--- src/hw/rtl/pcfd_pkg.sv ---
package pcfd_pkg;

    localparam int DATA_WIDTH = 32;
    localparam int FRAC_BITS  = 16;
    localparam int ALPHA_W    = FRAC_BITS + 1;
    localparam int REG_IDX_W  = 3;

    localparam logic [REG_IDX_W-1:0] REG_PROP_GAIN     = 3'd0;
    localparam logic [REG_IDX_W-1:0] REG_INTEG_GAIN    = 3'd1;
    localparam logic [REG_IDX_W-1:0] REG_DERIV_GAIN    = 3'd2;
    localparam logic [REG_IDX_W-1:0] REG_SMOOTH_FACTOR = 3'd3;
    localparam logic [REG_IDX_W-1:0] REG_DRIVE_MIN     = 3'd4;
    localparam logic [REG_IDX_W-1:0] REG_DRIVE_MAX     = 3'd5;
    localparam logic [REG_IDX_W-1:0] REG_SETPOINT      = 3'd6;

    // Operand pair fed to the shared multiplier
    typedef enum logic [2:0] {
        MUL_INTEG,
        MUL_ALPHA,
        MUL_BETA,
        MUL_PROP,
        MUL_DERIV
    } mul_sel_t;

    // What the accumulate stage does with the scaled product
    typedef enum logic [2:0] {
        ACC_NONE,
        ACC_INTEG,
        ACC_HOLD,
        ACC_FILT,
        ACC_PSUM,
        ACC_DRIVE
    } acc_op_t;

    typedef struct packed {
        logic     load;
        mul_sel_t mul_sel;
        logic     q_en;
        acc_op_t  acc_op;
    } cmd_t;

endpackage

--- src/hw/rtl/pcfd_sample_if.sv ---
interface pcfd_sample_if;
    logic                                    valid;
    logic                                    ready;
    logic signed [pcfd_pkg::DATA_WIDTH-1:0]  measured;

    modport source (output valid, output measured, input ready);
    modport sink (input valid, input measured, output ready);
endinterface

--- src/hw/rtl/pcfd_result_if.sv ---
interface pcfd_result_if;
    logic                                    valid;
    logic                                    ready;
    logic signed [pcfd_pkg::DATA_WIDTH-1:0]  drive;

    modport source (output valid, output drive, input ready);
    modport sink (input valid, input drive, output ready);
endinterface

--- src/hw/rtl/pcfd_ctrl.sv ---
module pcfd_ctrl
(
    input  logic            clk,
    input  logic            rst_n,
    input  logic            sample_valid,
    output logic            sample_ready,
    output logic            result_valid,
    input  logic            result_ready,
    output pcfd_pkg::cmd_t  cmd
);

    typedef enum logic [3:0] {
        ST_IDLE,
        ST_I,
        ST_A,
        ST_B,
        ST_P,
        ST_GAP,
        ST_D,
        ST_TAIL,
        ST_FIN
    } state_t;

    state_t state_reg;
    state_t state_next;
    logic   result_valid_reg;
    logic   result_valid_next;
    logic   slot_free;

    assign slot_free    = !result_valid_reg || result_ready;
    assign sample_ready = (state_reg == ST_IDLE);
    assign result_valid = result_valid_reg;

    always_comb
    begin
        state_next        = state_reg;
        result_valid_next = result_valid_reg && !result_ready;
        cmd.load          = 1'b0;
        cmd.mul_sel       = pcfd_pkg::MUL_INTEG;
        cmd.q_en          = 1'b1;
        cmd.acc_op        = pcfd_pkg::ACC_NONE;
        unique case (state_reg)
            ST_IDLE:
            begin
                cmd.q_en = 1'b0;
                cmd.load = sample_valid;
                if (sample_valid)
                begin
                    state_next = ST_I;
                end
            end
            ST_I:
            begin
                state_next = ST_A;
            end
            ST_A:
            begin
                cmd.mul_sel = pcfd_pkg::MUL_ALPHA;
                state_next  = ST_B;
            end
            ST_B:
            begin
                cmd.mul_sel = pcfd_pkg::MUL_BETA;
                cmd.acc_op  = pcfd_pkg::ACC_INTEG;
                state_next  = ST_P;
            end
            ST_P:
            begin
                cmd.mul_sel = pcfd_pkg::MUL_PROP;
                cmd.acc_op  = pcfd_pkg::ACC_HOLD;
                state_next  = ST_GAP;
            end
            ST_GAP:
            begin
                // derivative product waits for the new filtered slope
                cmd.mul_sel = pcfd_pkg::MUL_DERIV;
                cmd.acc_op  = pcfd_pkg::ACC_FILT;
                state_next  = ST_D;
            end
            ST_D:
            begin
                cmd.mul_sel = pcfd_pkg::MUL_DERIV;
                cmd.acc_op  = pcfd_pkg::ACC_PSUM;
                state_next  = ST_TAIL;
            end
            ST_TAIL:
            begin
                cmd.mul_sel = pcfd_pkg::MUL_DERIV;
                state_next  = ST_FIN;
            end
            ST_FIN:
            begin
                // hold until the output slot is free
                cmd.mul_sel = pcfd_pkg::MUL_DERIV;
                cmd.q_en    = 1'b0;
                if (slot_free)
                begin
                    cmd.acc_op        = pcfd_pkg::ACC_DRIVE;
                    result_valid_next = 1'b1;
                    state_next        = ST_IDLE;
                end
            end
            default:
            begin
                state_next = ST_IDLE;
            end
        endcase
    end

    always_ff @(posedge clk or negedge rst_n)
    begin
        if (!rst_n)
        begin
            state_reg        <= ST_IDLE;
            result_valid_reg <= 1'b0;
        end
        else
        begin
            state_reg        <= state_next;
            result_valid_reg <= result_valid_next;
        end
    end

`ifndef SYNTHESIS
    a_drive_slot_free: assert property (@(posedge clk) disable iff (!rst_n)
        cmd.acc_op == pcfd_pkg::ACC_DRIVE |-> (!result_valid_reg || result_ready))
        else $error("result overwritten before it was taken");

    a_drive_shows: assert property (@(posedge clk) disable iff (!rst_n)
        cmd.acc_op == pcfd_pkg::ACC_DRIVE |=> result_valid_reg)
        else $error("finished result not presented");

    a_one_at_a_time: assert property (@(posedge clk) disable iff (!rst_n)
        sample_valid && sample_ready |=> !sample_ready)
        else $error("second request accepted while one is in work");
`endif

endmodule

--- src/hw/rtl/pcfd_datapath.sv ---
module pcfd_datapath
(
    input  logic                                      clk,
    input  logic                                      rst_n,
    input  pcfd_pkg::cmd_t                            cmd,
    input  logic signed [pcfd_pkg::DATA_WIDTH-1:0]    measured,
    input  logic                                      wr_en,
    input  logic [pcfd_pkg::REG_IDX_W-1:0]            wr_index,
    input  logic [pcfd_pkg::DATA_WIDTH-1:0]           wr_data,
    output logic signed [pcfd_pkg::DATA_WIDTH-1:0]    drive
);

    localparam int DW = pcfd_pkg::DATA_WIDTH;
    localparam int FB = pcfd_pkg::FRAC_BITS;
    localparam int AW = pcfd_pkg::ALPHA_W;
    localparam logic [AW-1:0] ONE_Q = {1'b1, {FB{1'b0}}};

    // saturate a two-bit-wider sum to DW bits
    function automatic logic signed [DW-1:0] sat_w(input logic signed [DW+1:0] v);
        logic fits;
        fits = (&v[DW+1:DW-1]) || !(|v[DW+1:DW-1]);
        if (fits)
        begin
            sat_w = v[DW-1:0];
        end
        else
        begin
            sat_w = {v[DW+1], {(DW-1){!v[DW+1]}}};
        end
    endfunction

    // hi is tested first; inverted limits give hi if v > hi, else lo
    function automatic logic signed [DW-1:0] clamp_w(
        input logic signed [DW-1:0] v,
        input logic signed [DW-1:0] lo,
        input logic signed [DW-1:0] hi
    );
        priority if (v > hi)
        begin
            clamp_w = hi;
        end
        else if (v < lo)
        begin
            clamp_w = lo;
        end
        else
        begin
            clamp_w = v;
        end
    endfunction

    logic signed [DW-1:0] prop_gain_reg;
    logic signed [DW-1:0] integ_gain_reg;
    logic signed [DW-1:0] deriv_gain_reg;
    logic [AW-1:0]        smooth_factor_reg;
    logic signed [DW-1:0] drive_min_reg;
    logic signed [DW-1:0] drive_max_reg;
    logic signed [DW-1:0] setpoint_reg;

    logic signed [DW-1:0] integral_reg;
    logic signed [DW-1:0] filt_reg;
    logic signed [DW-1:0] prev_reg;

    logic signed [DW-1:0] meas_reg;
    logic signed [DW-1:0] err_reg;
    logic signed [DW-1:0] slope_reg;
    logic signed [2*DW:0] prod_reg;
    logic signed [DW-1:0] q_reg;
    logic signed [DW-1:0] hold_reg;
    logic signed [DW:0]   psum_reg;
    logic signed [DW-1:0] drive_reg;

    logic [AW-1:0]        alpha;
    logic [AW-1:0]        beta;
    logic signed [DW:0]   mul_a;
    logic signed [DW-1:0] mul_b;
    logic signed [2*DW:0] prod_next;
    logic signed [2*DW:0] biased;
    logic signed [2*DW:0] shifted;
    logic signed [DW-1:0] q_next;
    logic signed [DW-1:0] err_next;
    logic signed [DW-1:0] slope_next;
    logic signed [DW-1:0] integral_next;
    logic signed [DW-1:0] filt_next;
    logic signed [DW:0]   psum_next;
    logic signed [DW-1:0] drive_next;

    assign alpha = (smooth_factor_reg > ONE_Q) ? ONE_Q : smooth_factor_reg;
    assign beta  = ONE_Q - alpha;

    always_comb
    begin
        unique case (cmd.mul_sel)
            pcfd_pkg::MUL_INTEG:
            begin
                mul_a = {integ_gain_reg[DW-1], integ_gain_reg};
                mul_b = err_reg;
            end
            pcfd_pkg::MUL_ALPHA:
            begin
                mul_a = {{(DW-FB){1'b0}}, alpha};
                mul_b = slope_reg;
            end
            pcfd_pkg::MUL_BETA:
            begin
                mul_a = {{(DW-FB){1'b0}}, beta};
                mul_b = filt_reg;
            end
            pcfd_pkg::MUL_PROP:
            begin
                mul_a = {prop_gain_reg[DW-1], prop_gain_reg};
                mul_b = err_reg;
            end
            pcfd_pkg::MUL_DERIV:
            begin
                mul_a = {deriv_gain_reg[DW-1], deriv_gain_reg};
                mul_b = filt_reg;
            end
            default:
            begin
                mul_a = '0;
                mul_b = '0;
            end
        endcase
    end

    assign prod_next = mul_a * mul_b;

    // drop fraction bits toward zero, then saturate
    assign biased  = prod_reg + (prod_reg[2*DW] ? (2*DW+1)'({FB{1'b1}}) : '0);
    assign shifted = biased >>> FB;

    always_comb
    begin
        if ((&shifted[2*DW:DW-1]) || !(|shifted[2*DW:DW-1]))
        begin
            q_next = shifted[DW-1:0];
        end
        else
        begin
            q_next = {shifted[2*DW], {(DW-1){!shifted[2*DW]}}};
        end
    end

    assign err_next   = sat_w({{2{setpoint_reg[DW-1]}}, setpoint_reg}
                            - {{2{measured[DW-1]}}, measured});
    assign slope_next = sat_w({{2{prev_reg[DW-1]}}, prev_reg}
                            - {{2{measured[DW-1]}}, measured});

    assign integral_next = clamp_w(sat_w({{2{integral_reg[DW-1]}}, integral_reg}
                                       + {{2{q_reg[DW-1]}}, q_reg}),
                                   drive_min_reg, drive_max_reg);
    assign filt_next     = sat_w({{2{hold_reg[DW-1]}}, hold_reg}
                               + {{2{q_reg[DW-1]}}, q_reg});
    assign psum_next     = {q_reg[DW-1], q_reg} + {integral_reg[DW-1], integral_reg};
    assign drive_next    = clamp_w(sat_w({psum_reg[DW], psum_reg}
                                       + {{2{q_reg[DW-1]}}, q_reg}),
                                   drive_min_reg, drive_max_reg);

    always_ff @(posedge clk or negedge rst_n)
    begin
        if (!rst_n)
        begin
            prop_gain_reg     <= '0;
            integ_gain_reg    <= '0;
            deriv_gain_reg    <= '0;
            smooth_factor_reg <= '0;
            drive_min_reg     <= '0;
            drive_max_reg     <= '0;
            setpoint_reg      <= '0;
            integral_reg      <= '0;
            filt_reg          <= '0;
            prev_reg          <= '0;
        end
        else
        begin
            if (wr_en)
            begin
                case (wr_index)
                    pcfd_pkg::REG_PROP_GAIN:     prop_gain_reg     <= wr_data;
                    pcfd_pkg::REG_INTEG_GAIN:    integ_gain_reg    <= wr_data;
                    pcfd_pkg::REG_DERIV_GAIN:    deriv_gain_reg    <= wr_data;
                    pcfd_pkg::REG_SMOOTH_FACTOR: smooth_factor_reg <= wr_data[AW-1:0];
                    pcfd_pkg::REG_DRIVE_MIN:     drive_min_reg     <= wr_data;
                    pcfd_pkg::REG_DRIVE_MAX:     drive_max_reg     <= wr_data;
                    pcfd_pkg::REG_SETPOINT:      setpoint_reg      <= wr_data;
                    default:
                    begin
                    end
                endcase
            end
            if (cmd.acc_op == pcfd_pkg::ACC_INTEG)
            begin
                integral_reg <= integral_next;
            end
            if (cmd.acc_op == pcfd_pkg::ACC_FILT)
            begin
                filt_reg <= filt_next;
                prev_reg <= meas_reg;
            end
        end
    end

    always_ff @(posedge clk)
    begin
        prod_reg <= prod_next;
        if (cmd.load)
        begin
            meas_reg  <= measured;
            err_reg   <= err_next;
            slope_reg <= slope_next;
        end
        if (cmd.q_en)
        begin
            q_reg <= q_next;
        end
        if (cmd.acc_op == pcfd_pkg::ACC_HOLD)
        begin
            hold_reg <= q_reg;
        end
        if (cmd.acc_op == pcfd_pkg::ACC_PSUM)
        begin
            psum_reg <= psum_next;
        end
        if (cmd.acc_op == pcfd_pkg::ACC_DRIVE)
        begin
            drive_reg <= drive_next;
        end
    end

    assign drive = drive_reg;

`ifndef SYNTHESIS
    a_integral_in_limits: assert property (@(posedge clk) disable iff (!rst_n)
        cmd.acc_op == pcfd_pkg::ACC_INTEG && drive_min_reg <= drive_max_reg
        |=> integral_reg >= drive_min_reg && integral_reg <= drive_max_reg)
        else $error("integral term outside limits");

    a_drive_in_limits: assert property (@(posedge clk) disable iff (!rst_n)
        cmd.acc_op == pcfd_pkg::ACC_DRIVE && drive_min_reg <= drive_max_reg
        |=> drive_reg >= drive_min_reg && drive_reg <= drive_max_reg)
        else $error("drive outside limits");
`endif

endmodule

--- src/hw/rtl/pid_clamped_filtered_derivative_unit.sv ---
// The block takes a new request only once the previous one is finished and its
// result moved to the output register; five products share one multiplier
// that feeds a scale-and-saturate stage and an accumulate stage.
// A result still waiting in the output register holds the last step only.
// Reset (rst_n, async, active low) zeroes the setting registers, integral, filter
// and previous sample; the block is ready right after reset.
module pid_clamped_filtered_derivative_unit
(
    input  logic                                  clk,
    input  logic                                  rst_n,
    pcfd_sample_if.sink                           sample,
    pcfd_result_if.source                         result,
    input  logic                                  wr_en,
    input  logic [pcfd_pkg::REG_IDX_W-1:0]        wr_index,
    input  logic [pcfd_pkg::DATA_WIDTH-1:0]       wr_data
);

    pcfd_pkg::cmd_t cmd;

    pcfd_ctrl u_ctrl
    (
        .clk          (clk),
        .rst_n        (rst_n),
        .sample_valid (sample.valid),
        .sample_ready (sample.ready),
        .result_valid (result.valid),
        .result_ready (result.ready),
        .cmd          (cmd)
    );

    pcfd_datapath u_datapath
    (
        .clk      (clk),
        .rst_n    (rst_n),
        .cmd      (cmd),
        .measured (sample.measured),
        .wr_en    (wr_en),
        .wr_index (wr_index),
        .wr_data  (wr_data),
        .drive    (result.drive)
    );

endmodule

--- src/flat_wrapper.sv ---
// flat-port wrapper written by rule: the top's interface ports become plain ports
module pid_clamped_filtered_derivative_unit_flat 
  (clk, rst_n, wr_en, wr_index, wr_data, sample_valid, sample_measured, sample_ready, result_valid, result_drive, result_ready);
  pcfd_sample_if sample_i ();
  pcfd_result_if result_i ();
  input  logic clk;
  input  logic rst_n;
  input  logic wr_en;
  input  logic [pcfd_pkg::REG_IDX_W-1:0] wr_index;
  input  logic [pcfd_pkg::DATA_WIDTH-1:0] wr_data;
  input wire logic [$bits(sample_i.valid)-1:0] sample_valid;
  input wire logic [$bits(sample_i.measured)-1:0] sample_measured;
  output wire logic [$bits(sample_i.ready)-1:0] sample_ready;
  output wire logic [$bits(result_i.valid)-1:0] result_valid;
  output wire logic [$bits(result_i.drive)-1:0] result_drive;
  input wire logic [$bits(result_i.ready)-1:0] result_ready;
  assign sample_i.valid = sample_valid;
  assign sample_i.measured = sample_measured;
  assign sample_ready = sample_i.ready;
  assign result_valid = result_i.valid;
  assign result_drive = result_i.drive;
  assign result_i.ready = result_ready;
  pid_clamped_filtered_derivative_unit u_core (.clk(clk), .rst_n(rst_n), .sample(sample_i), .result(result_i), .wr_en(wr_en), .wr_index(wr_index), .wr_data(wr_data));
endmodule
--- config.mk ---
export PLATFORM = sky130hd
export DESIGN_NAME = pid_clamped_filtered_derivative_unit_flat
export DESIGN_NICKNAME = d
export VERILOG_FILES = /design/src/hw/rtl/pcfd_pkg.sv /design/src/hw/rtl/pcfd_sample_if.sv /design/src/hw/rtl/pcfd_result_if.sv /design/src/hw/rtl/pcfd_ctrl.sv /design/src/hw/rtl/pcfd_datapath.sv /design/src/hw/rtl/pid_clamped_filtered_derivative_unit.sv /design/src/flat_wrapper.sv
export SDC_FILE = /design/constraint.sdc
export NUM_CORES = 2
export LEC_CHECK = 0
export BUFFER_PORTS_ARGS = -buffer_cell sky130_fd_sc_hd__buf_2
export CAP_MARGIN = 20
export CORE_MARGIN = 5
export CORE_UTILIZATION = 35
export DETAILED_ROUTE_END_ITERATION = 16
export GPL_ROUTABILITY_DRIVEN = 1
export PLACE_DENSITY = 0.58
export SYNTH_ARGS = -nofsm -noshare
export SYNTH_HDL_FRONTEND = slang
export SYNTH_HIERARCHICAL = 1
export SYNTH_SLANG_ARGS = --single-unit
--- constraint.sdc ---
create_clock -name clk -period 12.3 [get_ports clk]
set_input_delay 1.23 -clock clk [delete_from_list [all_inputs] [get_ports clk]]
set_output_delay 1.23 -clock clk [all_outputs]
set_load 0.05 [all_outputs]
==> results.toml <==
[sta]
hold_viol = 0
worstMarginPinSlew_ns = 1.19
fin_crit_sh = 0.960
setup_tns_ns = 0
clock_skew_ns = 0.0402
min_period_ns = 11.81
finalSetupViolations = 0
timing.fmax_mhz = 84.7
rsz0062_at_grt = "no"
slew_violations = 0
relSlewSlack = 0.207

[critical_path]
cp-start-kind = "flop"
end_kind = "flop"
crit_family = "adder cells"
required_ns = 12.82
worstReg2RegEnd = "u_core/u_datapath/prod_reg[64]"
path_depth = 43
rr_startpoint = "u_core/u_datapath/smooth_factor_reg[2]"
arrival_ns = 12.33
cp_max_fo = 17
cp_num_buf_inv = 8
cp_slowest_cell = "a21oi_1"
criticalPathCategory = "reg2reg"
path_common_cell = "fa_1"
r2r_setup_slack_ns = 0.49
reg2regPathDepth = 43
cpPeakStageDelay_ns = 0.64

[synthesis]
netlist_area_mm2 = 0.0724
synthArstFlopShare = 0.517
synthFlopType = "dfrtp_1"
synth_edf_count = 225
synth_area_per_cell_um2 = 9.60
ys_seq_area_frac = 0.218
syn_inst = 7548
yosysUniqueCellTypes = 98
synth_nets = 9203
ys_warn_count = 6
synth-seq-cells = 600

[global_routing]
grt_pass1_wl_mm = 367
overflow = 0
grt_pass1_vias = 58500
antenna_found_initial = 22
grt.total_usage = 0.224
grt_max_degree = 94

[clocking]
htree_levels = 3
cts_buffers = 73
hold_buffers = 0
cts_buffer_depth = 3
cts.sinks = 600
clkLatencyLatePin_ns = 0.66
cts_tree = "yes"
clockRootBuffer = "clkbuf_16"
clkTransAtPathRegs_ns = 0.06

[worst_hold_path]
min_to = "u_core/u_datapath/prev_reg[17]"
worstHoldPathCells = 1
hold_path.class = "reg2reg"
min-delay-start = "u_core/u_datapath/meas_reg[17]"

[finish]
largest_register_ffs = 65
fillers = 20500
fin_nets = 9262
drive_gt1_frac = 0.0968
area_growth_pct = 9.85

[detailed_routing]
routed_wl_mm = 243
ant_nets = 0
drt_first_pass_iters = 6
via_per_inst = 5.34
drc = 0
wire_per_inst_um = 23.5
drtIter0Drc = 4211
vias = 55500

[floorplan]
num_io_pins = 106
rows = 167
core-area_mm2 = 0.206
die_w_um = 465
fp.dieH_um = 465
die_area_mm2 = 0.216
start_util = 0.351

[flow_run]
cap_violations = 0

[placement]
gp_congestion = 0.948
io_buffers = 105
hpwl_mm = 195

[status]
status = "finished clean"
[worst register-to-register path, delay by kind of cell (launching register included)]
| kind | cells | cell delay, ns |
|---|---|---|
| buffers and inverters | 8 | 0.87 |
| and+or+nand+nor | 10 | 2.31 |
| xor gates and xnor gates | 1 | 0.13 |
| adders and majority gates | 10 | 4.61 |
| AOI/OAI and AO/OA | 14 | 3.38 |
| DFF | 1 | 0.42 |
[cell families after synthesis]
family                     after synthesis  synth area share
xor gates and xnor gates               232            0.0281
muxes                                  352            0.0527
buffers and inverters                 1562            0.0818
DFF                                    600             0.218
adders and majority gates             1662             0.398
AOI/OAI and AO/OA                     1177             0.105
and+or+nand+nor                       1963             0.116
[area by class of cell]
type | count | area (µm²) | area share
inverter | 1248 | 4680 | 0.0589
clock buffer | 107 | 2270 | 0.0285
clock inverter | 28 | 231 | 0.00291
multi-input combinational | 5386 | 51100 | 0.642
antenna | 10 | 25.0 | 0.000314
timing repair buffer | 298 | 2080 | 0.0261
sequential | 600 | 15800 | 0.199
tap | 2704 | 3380 | 0.0425
[how the worst max path moves through the flow]
stage	from	end	slack, ns
floorplan	u_core/u_datapath/smooth_factor_reg[2]	u_core/u_datapath/prod_reg[58]	1.67
global placement	u_core/u_datapath/smooth_factor_reg[2]	u_core/u_datapath/prod_reg[58]	0.81
detailed placement	u_core/u_datapath/smooth_factor_reg[2]	u_core/u_datapath/prod_reg[47]	0.59
CTS	u_core/u_datapath/smooth_factor_reg[2]	u_core/u_datapath/prod_reg[47]	0.54
global route	u_core/u_datapath/smooth_factor_reg[2]	u_core/u_datapath/prod_reg[58]	0.04
finish	u_core/u_datapath/smooth_factor_reg[2]	u_core/u_datapath/prod_reg[64]	0.49
[metrics by stage]
step           hold WS, ns  setup slack (ns)   util  cells  area, µm²
3_5_place_dp         0.465             0.592  0.373  10200      77000
4_1_cts              0.463             0.535  0.385  10400      79500
6_report             0.457             0.488  0.385  10400      79600
3_3_place_gp         0.459             0.811  0.373  10200      77000
5_1_grt              0.488            0.0364  0.385  10400      79500
2_1_floorplan        0.451              1.67      -   7548      72400
[synth_stat cells (16+ instances only)]
library cell	n	area share
a211oi_1	25	0.0026
a21o_1	167	0.017
a21oi_1	299	0.021
a22o_1	17	0.0021
a31oi_1	18	0.0016
and2_1	60	0.0052
and3_1	38	0.0033
buf_1	16	0.00083
clkbuf_1	277	0.014
dfrtp_1	310	0.11
dfxtp_1	65	0.018
edfxtp_1	225	0.093
fa_1	1095	0.30
ha_1	488	0.084
inv_1	1247	0.065
maj3_1	79	0.011
mux2_2	236	0.037
mux2i_1	116	0.016
nand2_1	950	0.049
nand2b_1	57	0.0049
nand3_1	76	0.0053
nand4_1	43	0.0037
nor2_1	569	0.029
nor2b_1	57	0.0049
nor3_1	40	0.0028
o21a_1	77	0.0080
o21ai_0	291	0.020
o21ai_1	37	0.0026
o21bai_1	24	0.0025
o221ai_1	33	0.0040
o31ai_1	24	0.0025
xnor2_1	144	0.017
xor2_1	88	0.011
[routing by layer]
metal | wire, µm | global-route usage | vias to the layer above
met5 | 48 | 0 | -
met4 | 13500 | 0.103 | 8
met3 | 17100 | 0.0417 | 578
met2 | 115000 | 0.373 | 2075
met1 | 97900 | 0.282 | 28300
li1 | - | - | 24500
[cell usage in the layout (no fill, tap or decap), types with 57 or more instances in the layout]
cell type / count
maj3_1: 79
dfxtp_1: 65
a21o_1: 167
buf_2: 104
buf_4: 186
o21ai_0: 279
nand2_1: 950
mux2i_1: 115
xor2_1: 88
ha_1: 488
and2_1: 59
o21a_1: 77
nand3_1: 76
nor2b_1: 57
xnor2_1: 143
mux2_2: 236
dfrtp_1: 310
nor2_1: 568
edfxtp_1: 225
a21oi_1: 294
clkbuf_16: 82
inv_1: 1247
nand2b_1: 57
fa_1: 1095
[timing repair]
| action | CTS | global route |
|---|---|---|
| setup buffers | 0 | 2 |
| setup endpoints to repair | 0 | 3 |
| gates resized for setup | 0 | 2 |
Power is not shown: default switching activity piles up to over one toggle a cycle in this logic, so the estimate is an artifact.
